### src/hw/rtl/bst_pkg.sv
package bst_pkg;

	localparam int ADDR_W = 32;
	localparam int WORD_W = 32;

	localparam logic [1:0] CMD_SET  = 2'd0;
	localparam logic [1:0] CMD_FIND = 2'd1;
	localparam logic [1:0] CMD_DEL  = 2'd2;
	localparam logic [1:0] CMD_NOP  = 2'd3;

	localparam logic [1:0] ST_OK        = 2'd0;
	localparam logic [1:0] ST_FULL      = 2'd1;
	localparam logic [1:0] ST_NOT_FOUND = 2'd2;

	localparam logic [WORD_W-1:0] MISS_WORD = 32'hFFFF_FFFF;

	typedef struct packed {
		logic [1:0]        cmd;
		logic [ADDR_W-1:0] address;
		logic [WORD_W-1:0] saved_opcode;
	} bst_in_t;

	typedef struct packed {
		logic [1:0]        status;
		logic [WORD_W-1:0] opcode_out;
	} bst_out_t;

	// request travelling down the chain, with what the cells behind it found
	typedef struct packed {
		logic              valid;
		logic [1:0]        cmd;
		logic [ADDR_W-1:0] address;
		logic              hit;
		logic [WORD_W-1:0] word;
		logic              dup;
		logic              free_found;
	} bst_tok_t;

	// broadcast write into the entry picked by a set
	typedef struct packed {
		logic              en;
		logic [ADDR_W-1:0] address;
		logic [WORD_W-1:0] opcode;
	} bst_wr_t;

endpackage

### src/hw/rtl/bst_cell.sv
module bst_cell #(
	parameter int IDX   = 0,
	parameter int IDX_W = 6
) (
	input  logic               clk,
	input  logic               arst_n,
	input  bst_pkg::bst_tok_t  tok_i,
	input  logic [IDX_W-1:0]   idx_i,
	output bst_pkg::bst_tok_t  tok_o,
	output logic [IDX_W-1:0]   idx_o,
	input  bst_pkg::bst_wr_t   wr_i,
	input  logic [IDX_W-1:0]   wr_idx_i
);
	import bst_pkg::*;

	localparam logic [IDX_W-1:0] MY_IDX = IDX_W'(IDX);

	logic [ADDR_W-1:0] addr_q;
	logic [WORD_W-1:0] op_q;
	bst_tok_t          tok_q;
	logic [IDX_W-1:0]  idx_q;
	bst_tok_t          tok_nxt;
	logic [IDX_W-1:0]  idx_nxt;
	logic              is_free;
	logic              is_match;
	logic              clr;

	assign is_free  = (addr_q == '0) && (op_q == '0);
	assign is_match = (addr_q == tok_i.address);

	always_comb begin
		tok_nxt = tok_i;
		idx_nxt = idx_i;
		clr     = 1'b0;
		if (tok_i.valid) begin
			unique case (tok_i.cmd)
				CMD_SET: begin
					// later free entries override earlier ones: highest free wins
					if (is_free) begin
						tok_nxt.free_found = 1'b1;
						idx_nxt            = MY_IDX;
					end else if (is_match) begin
						tok_nxt.dup = 1'b1;
					end
				end
				CMD_FIND: begin
					if (!tok_i.hit && is_match) begin
						tok_nxt.hit  = 1'b1;
						tok_nxt.word = op_q;
					end
				end
				CMD_DEL: begin
					if (!tok_i.hit && is_match) begin
						tok_nxt.hit  = 1'b1;
						tok_nxt.word = op_q;
						clr          = 1'b1;
					end
				end
				default: begin
				end
			endcase
		end
	end

	always_ff @(posedge clk or negedge arst_n) begin
		if (!arst_n) begin
			addr_q <= '0;
			op_q   <= '0;
		end else if (clr) begin
			addr_q <= '0;
			op_q   <= '0;
		end else if (wr_i.en && (wr_idx_i == MY_IDX)) begin
			addr_q <= wr_i.address;
			op_q   <= wr_i.opcode;
		end
	end

	always_ff @(posedge clk or negedge arst_n) begin
		if (!arst_n) begin
			tok_q <= '0;
			idx_q <= '0;
		end else begin
			tok_q <= tok_nxt;
			idx_q <= idx_nxt;
		end
	end

	assign tok_o = tok_q;
	assign idx_o = idx_q;

endmodule
### config.mk
export PLATFORM = sky130hd
export DESIGN_NAME = bst_cell
export DESIGN_NICKNAME = d
export VERILOG_FILES = /design/src/hw/rtl/bst_pkg.sv /design/src/hw/rtl/bst_cell.sv
export SDC_FILE = /design/constraint.sdc
export NUM_CORES = 1
export LEC_CHECK = 0
export BUFFER_PORTS_ARGS = -buffer_cell sky130_fd_sc_hd__buf_2
export CORE_ASPECT_RATIO = 0.7
export CORE_MARGIN = 5
export CORE_UTILIZATION = 52
export DETAILED_ROUTE_END_ITERATION = 10
export PLACE_DENSITY = 0.85
export SYNTH_ARGS = -nofsm -noshare
export SYNTH_HDL_FRONTEND = slang
export SYNTH_SLANG_ARGS = --single-unit
### constraint.sdc
create_clock -name clk -period 3.4 [get_ports clk]
set_input_delay 0.34 -clock clk [delete_from_list [all_inputs] [get_ports clk]]
set_output_delay 0.34 -clock clk [all_outputs]
set_load 0.03 [all_outputs]
# Word-level counts from Yosys, hierarchy flattened
# Index checks and enable logic that the tools add are counted.
[op_classes] add_sub_neg=0 n_mul=0 div=0 magnitude_cmp=0 eq_ne=3 n_shift=0 mux=17 n_bitwise=0 n_reduce_logical=10
[ops] operator="two-way mux 32 bit" n=4
[ops] operator="two-way mux 33 bit" n=2
[ops] operator="zero test 32 bit" n=2
[ops] operator="two-way mux 35 bit" n=1
[ops] operator="equality test 32 bit" n=1
[ops] operator="two-way mux 6 bit" n=3
[ops] operator="zero test 6 bit" n=1
[ops] operator="two-way mux 1 bit" n=6
[ops] operator="logical AND 1 bit" n=3
[ops] operator="equality test 2 x 1 -> 1 bit, second input constant" n=1
[ops] operator="equality test 2 bit, second input constant" n=1
[ops] operator="zero test 2 bit" n=1
[ops] operator="two-way mux 2 bit" n=1
[ops] operator="nonzero test 2 bit" n=1
[ops] operator="OR reduction 2 bit" n=1
[ops] operator="zero test 1 bit" n=1
[word_totals] reg_bits=140 latch_bits=0 mem_bits_rw=0 mem_bits_ro=0 in_bits=149 out_inout_bits=76 elab_cells=40 mem_count=0

# Logic depth before layout (Yosys ltp)
# Gate-level depths: netlist of run 1.
[logic_depth] word_depth=6 ltp_mapped=7 depth_no_buf=5

# Least setup slack after synthesis of run 1
# No wires, ideal clock.
[synth_timing] path_type="register -> register" from="register addr_q[1]" to="register tok_q (netlist bit tok_o[10])" setup_time_ps=125 arrival_ps=1991 required_time_ps=3275 slack_ps=1284 stages_incl_launch_ff=8 path_buffers=2 synth_period_minus_slack_ps=2116 cell_sequence="dfrtp_1 xor2_1 nor4_1 nand4_1 or4b_1 buf_6 buf_12 mux2_4"
[synth_lines] item="from (decl)" line="bst_cell.sv:18" text="logic [ADDR_W-1:0] addr_q;"
[synth_lines] item="from (signal assigned)" line="bst_cell.sv:73" text="addr_q <= wr_i.address;"
[synth_lines] item="to (signal assigned)" line="bst_cell.sv:83" text="tok_q <= tok_nxt;"
[synth_lines] item="to (decl)" line="bst_cell.sv:20" text="bst_tok_t tok_q;"

==> results of run 1 <==
[through the flow]
stage / utilization / hold slack [ps]
2_1_floorplan: - / 44.4
3_3_place_gp: 0.654 / 468
3_5_place_dp: 0.654 / 467
4_1_cts: 0.713 / 46.4
5_1_grt: 0.713 / 48.3
6_report: 0.713 / 56.9
[registers in the layout, indices dropped and copies added, names as in the netlist]
signal / count
tok_o: 70
addr_q: 32
op_q: 32
idx_o: 6
[worst max-delay path: cells and delay by family (launching register included)]
family / cells / cell delay, ps
AND/OR/NAND/NOR: 3 / 1620
XOR/XNOR: 1 / 160
multiplexers: 1 / 370
buffers and inverters: 1 / 320
flip-flops: 1 / 430
[synth_stat cells]
| cell | count | area [sq um] |
|---|---|---|
| dfrtp_1 | 140 | 3500 |
| nor2_1 | 67 | 251 |
| mux2i_1 | 64 | 641 |
| mux2_4 | 30 | 450 |
| xor2_1 | 24 | 210 |
| nor4_1 | 23 | 144 |
| clkbuf_1 | 13 | 48.8 |
| xnor2_1 | 8 | 70.1 |
| nand4_1 | 7 | 43.8 |
| and2_1 | 6 | 37.5 |
| inv_1 | 5 | 18.8 |
| buf_12 | 3 | 60.1 |
| nand2_1 | 3 | 11.3 |
| ha_1 | 2 | 25.0 |
| mux2_2 | 2 | 22.5 |
| nor4b_1 | 2 | 17.5 |
| a31o_2 | 1 | 8.76 |
| a41o_1 | 1 | 10.0 |
| buf_6 | 1 | 11.3 |
| nand2b_1 | 1 | 6.26 |
| nand3_1 | 1 | 5.00 |
| nor3_1 | 1 | 5.00 |
| nor4_2 | 1 | 12.5 |
| or4b_1 | 1 | 10.0 |
[cells by family after synthesis]
kind of cell / share of synthesized area
DFF: 0.623
and+or+nand+nor: 0.0968
muxes: 0.198
xor gates and xnor gates: 0.0498
buffers and inverters: 0.0247
AOI/OAI and AO/OA: 0.00334
adders and majority gates: 0.00445
[per-layer routing]
| layer | share of wire | up-vias | global-route usage |
|---|---|---|---|
| met1 | 0.41 | 2013 | 0.294 |
| met5 | 0.0014 | - | 0 |
| met2 | 0.48 | 181 | 0.368 |
| met4 | 0.013 | 4 | 0.0626 |
| li1 | - | 1868 | - |
| met3 | 0.094 | 21 | 0.0830 |
[layout make-up]
cell class                      instances  share of cell area
Clock inverter                         11              0.0226
Sequential cell                       140               0.469
Clock buffer                           20              0.0598
Inverter                                5             0.00251
Timing Repair Buffer                  229               0.156
Tap cell                              132              0.0221
Multi-Input combinational cell        245               0.267
[power by group]
part / switching, mW / internal [mW]
sequential: 0.118 / 1.81
combinational: 0.318 / 0.238
clock: 0.670 / 1.24
total: 1.11 / 3.29
[worst max-delay path by stage]
stage	slack, ps	depth (start not counted)	endpoint
final	350	6	tok_o[29]$_DFF_PN0_
after detailed placement	380	7	tok_o[14]$_DFF_PN0_
after global routing	270	6	tok_o[32]$_DFF_PN0_
after global placement	410	7	tok_o[26]$_DFF_PN0_
after floorplan	1280	7	tok_o[10]$_DFF_PN0_
after CTS	400	6	tok_o[29]$_DFF_PN0_
==> summary.txt, run 1 <==
Max-cap violations: 0
Worst-path clk slew: 60 ps
GRT Overall Usage: 0.229
Sink Count: 140
First-pass iteration count of the detailed router: 4
Hold depth: 1
Grt ovf: 0
Area after DPL: 0.00685 sq mm
Avg Inst Size Synth: 13.8 sq um
I/O pins: 225
Post-CTS setup repair buffer count: 0
Fin crit period: 3050 ps
Part of the Yosys area used for sequential elements: 0.623
Port bufs: 224
Worst Reg-to-Reg Cells: 6
Commonest non-fill, non-tap cell in the layout: buf_2
Chip width: 134 um
Crit path required time: 3680 ps
DR iter-0 viols: 243
Mapped Area: 0.00562 sq mm
Slew headroom: 0.246
DIE HEIGHT: 97.0 um
Max Clock Freq: 328 MHz
R2r setup slk: 350 ps
Critical Path, Cell by Cell: xor2_1 -> nor4_1 -> nand4_1 -> or4b_2 -> buf_4 -> mux2_4
Final Power: 4.40 mW
CTS tree: done
Initial Utilization: 0.537
Pre-CTS WS: 376 ps
Status: finished, final reports clean
CP max-delay cell: nor4_1
Vias in the first global route: 4453
PwrDens: 590 mW/mm^2
Nets@finish: 789
Clk_lat worst skew: 410 ps
Worst vdd ir: 0.543 mV
Core Region: 0.0105 sq mm
Layout cells sized above 1: 0.454
Register bit total from synthesis: 140
Die area: 0.0130 sq mm
Area of the multi-input gates: 0.00200 sq mm
DP Cell Count: 751
Total number of vias: 4087
FP Rows: 31
CP Class: reg -> reg
Tcrit/Tclk final: 0.898
Residual DRC count: 0
H-tree Lvls: 4
Initial antenna violation count: 2
Largest net degree at the start of global routing: 118
Worst Setup End Kind: flip-flop
Leakage power: 4.35 nW
Gpl congestion: 0.873
Final setup skew: 12.7 ps
Post-Route WL: 14700 um
Syn nets: 558
Fin cells: 782
Largest fanout on the critical path: 32
Post-detail-place hpwl: 11000 um
Area grow syn2layout: 32.7%
Number of CTS-inserted buffers: 17
RR Startpoint: addr_q[15]$_DFFE_PN0P_
Crit start category: flip-flop
Final setup vio count: 0
Slack of the critical path: 348 ps
Total Neg Setup Slack: 0 ps
Register area: 0.00350 sq mm
Most frequent cells in the layout: 223 x buf_2, 140 x dfrtp_1, 67 x nor2_1
First-pass GRT wire length: 23400 um
PostCTS Resize Cnt: 0
CP Launch Point: addr_q[15]$_DFFE_PN0P_
Reg-to-Reg End: tok_o[29]$_DFF_PN0_
Hold Crit Start: tok_i[67]
Total number of yosys warnings: 0
Fillcell total: 723
Worst Hold Path EP: tok_o[67]$_DFF_PN0_
Measured slew at the worst slew-check pin: 1130 ps
Clock buffer depth: 2
Final slew viol count: 0
Diodes inserted: 0
Synth Instances: 407
Count of cell types in the netlist: 24
Vias per inst: 5.23
CP arrival: 3340 ps
Hold buffer count at CTS: 0
Final instance area: 0.00746 sq mm
Detail Route Antenna Nets: 0
HP Class: in -> reg
Unrepaired setup endpoints after global routing: no
Final Hold Viols: 0
Post-DR wirelength/cell: 18.9 um
CP max stage delay: 680 ps
Clock root buffer: clkbuf_16
No activity file was read; power rests on OpenSTA's default activity.
==> run 2, diff against run 1 <==
--- a/config.mk
+++ b/config.mk
@@ -5,12 +5,13 @@
 export SDC_FILE = /design/constraint.sdc
 export NUM_CORES = 1
 export LEC_CHECK = 0
+export ABC_AREA = 1
 export BUFFER_PORTS_ARGS = -buffer_cell sky130_fd_sc_hd__buf_2
 export CORE_ASPECT_RATIO = 0.7
 export CORE_MARGIN = 5
-export CORE_UTILIZATION = 52
+export CORE_UTILIZATION = 54
 export DETAILED_ROUTE_END_ITERATION = 10
-export PLACE_DENSITY = 0.85
+export PLACE_DENSITY = 0.86
 export SYNTH_ARGS = -nofsm -noshare
 export SYNTH_HDL_FRONTEND = slang
 export SYNTH_SLANG_ARGS = --single-unit
==> run 2 against run 1 <==
The flow now finishes with violations (hold timing). Register-to-register slack better by 540 ps. Synthesized area increased by 13%. Sequential share of layout area down 3.9 points. Worst hold slack got worse by 59 ps. Combinational power increased by 48%.
==> summary.txt, run 2 <==
Status: finished, violations left
Failing checks: hold timing
First-pass iteration count of the detailed router: 5
Most common cell in the netlist: nand2_1
Residual DRC count: 0
I/O pins: 225
Post-detail-place hpwl: 12500 um
Measured slew at the worst slew-check pin: 942 ps
Top FF cell, synth: dfrtp_1
Post-CTS setup repair buffer count: 0
Fin util: 0.702
Crit start category: flip-flop
Vias per inst: 4.92
H-tree Lvls: 4
Crit path required time: 3690 ps
Avg Inst Size Synth: 8.18 sq um
Commonest cells post-synth: 217 x nand2_1, 144 x nor2_1, 140 x dfrtp_1
Clock buffer depth: 2
Largest net degree at the start of global routing: 94
Post-Route WL: 16900 um
PostCTS Resize Cnt: 0
CTS tree: done
Initial Utilization: 0.546
Sink Count: 140
Detail Route Antenna Nets: 0
Synth Instances: 775
Layout cells sized above 1: 0.279
Vias in the first global route: 5489
Commonest non-fill, non-tap cell in the layout: buf_2
Area of the multi-input gates: 0.00227 sq mm
CP Class: reg -> reg
Fillcell total: 930
Clk_lat worst skew: 410 ps
Grt ovf: 0
Final Hold Viols: 3
Count of cell types in the netlist: 28
DR iter-0 viols: 330
Unrepaired setup endpoints after global routing: no
Register area: 0.00350 sq mm
Max Clock Freq: 399 MHz
Slew headroom: 0.372
Syn nets: 926
Internal power: 3.33 mW
DIE HEIGHT: 101 um
Mapped Area: 0.00634 sq mm
Psw: 1.36 mW
Most frequent cells in the layout: 223 x buf_2, 217 x nand2_1, 144 x nor2_1
Die area: 0.0140 sq mm
Leakage power: 4.53 nW
Core Region: 0.0116 sq mm
Initial antenna violation count: 3
Tcrit/Tclk final: 0.738
Largest register FFs: 70
Register bit total from synthesis: 140
Worst vdd ir: 0.401 mV
Number of CTS-inserted buffers: 17
Reg power frac: 0.419
Sw Ratio: 0.290
Final hold slack: -1.61 ps
Port bufs: 224
Clock power frac: 0.405
Post-DR wirelength/cell: 14.5 um
Leading area contributor after synthesis: dfrtp_1
Hold buffer count at CTS: 0
GRT Overall Usage: 0.242
CP arrival: 2790 ps
Fin crit period: 2510 ps
Total number of vias: 5728
Comb power frac: 0.176
Largest fanout on the critical path: 32
Final setup skew: 14.3 ps
Final slew viol count: 0
Area grow syn2layout: 28.5%
HP Class: in -> async
Worst Setup End Kind: flip-flop
Synth top area share: 0.553
FP Rows: 33
Clock root buffer: clkbuf_16
DP Cell Count: 1132
Final setup vio count: 0
Top cells by area, synth: dfrtp_1 55%, nand2_1 13%, nor2_1 8.5%
Fin cells: 1165
Ys async rst share: 1.00
First-pass GRT wire length: 26800 um
PwrDens: 576 mW/mm^2
Part of the Yosys area used for sequential elements: 0.553
Gpl congestion: 0.875
Total number of yosys warnings: 0
Max-cap violations: 0
Total Neg Setup Slack: 0 ps
Nets@finish: 1145
Chip width: 140 um
Number of flops mapped to enable cells by yosys: 0
Worst-path clk slew: 60 ps
-- run 2: changes by cell type after synthesis, sizes merged, moves of 6 or more --
cell and delta:
nand2 +216, nand3 +38, inv +99, mux2 -32
buf +24, mux2i -47, xor2 -22, a21oi +47
nor2 +82, clkbuf -13, nor4 -15, and2 -6
-- run 2: per-stage QoR --
stage,worst slack [ps],cell area (sq um),power (mW)
2_1_floorplan,1870,6340,2.51
3_3_place_gp,965,7540,2.78
3_5_place_dp,882,7540,2.81
4_1_cts,908,8140,4.72
5_1_grt,635,8150,4.92
6_report,892,8150,4.70
-- run 2: worst max-delay path, stage by stage (launching register included) --
cell and delay (ps):
dfrtp_1 380, inv_1 80, nand2_1 50, nand2_1 80, inv_1 50, nor2_1 90, nand2_1 60, nor2_1 230
nand2_1 100, nor2_2 220, nand4_2 690, nand2_1 280, nand2_1 70
-- run 2: cell type report --
type | instances | share of cell area
diodes | 1 | 0.000307
well taps | 157 | 0.0241
flip-flops and latches | 140 | 0.430
clock buffers | 19 | 0.0544
clock inverters | 13 | 0.0201
multi-input cells | 502 | 0.279
repair buffers | 228 | 0.144
inverters | 105 | 0.0484
-- run 2: final timing paths --
check / start / depth (start not counted) / slack, ps / to
setup / recovery: addr_q[13]$_DFFE_PN0P_ / 12 / 890 / tok_o[25]$_DFF_PN0_
hold / removal: arst_n / 1 / -2 / tok_o[44]$_DFF_PN0_
setup reg to reg: addr_q[13]$_DFFE_PN0P_ / 12 / 890 / tok_o[25]$_DFF_PN0_
hold reg to reg: op_q[3]$_DFFE_PN0P_ / 2 / 500 / tok_o[5]$_DFF_PN0_
max in group asynchronous: arst_n / 2 / 2670 / tok_o[3]$_DFF_PN0_
min in group clk: tok_i[67] / 1 / 60 / tok_o[67]$_DFF_PN0_
-- run 2: kinds of logic after synthesis --
| kind of cell | Yosys count | share of synthesized area |
|---|---|---|
| simple gates | 430 | 0.281 |
| xor+xnor | 6 | 0.00829 |
| fa+ha+maj | 2 | 0.00395 |
| compound gates | 47 | 0.0371 |
| mux | 17 | 0.0268 |
| flops | 140 | 0.553 |
| buf+inv | 133 | 0.0904 |
-- run 2: power by group through the flow --
stage / clock network, mW / registers, mW / logic (mW)
after floorplan: 0 / 2.07 / 0.439
after global placement: 0 / 1.98 / 0.793
after detailed placement: 0 / 2.00 / 0.819
after CTS: 1.92 / 1.97 / 0.827
after global routing: 2.00 / 1.99 / 0.929
final: 1.90 / 1.97 / 0.825
-- run 2: metal layers --
layer,routed length [um],track usage,share of wire
met1,7310,0.339,0.43
met2,7850,0.385,0.46
met3,1670,0.0711,0.098
met4,81,0.0459,0.0048
met5,27,0,0.0016
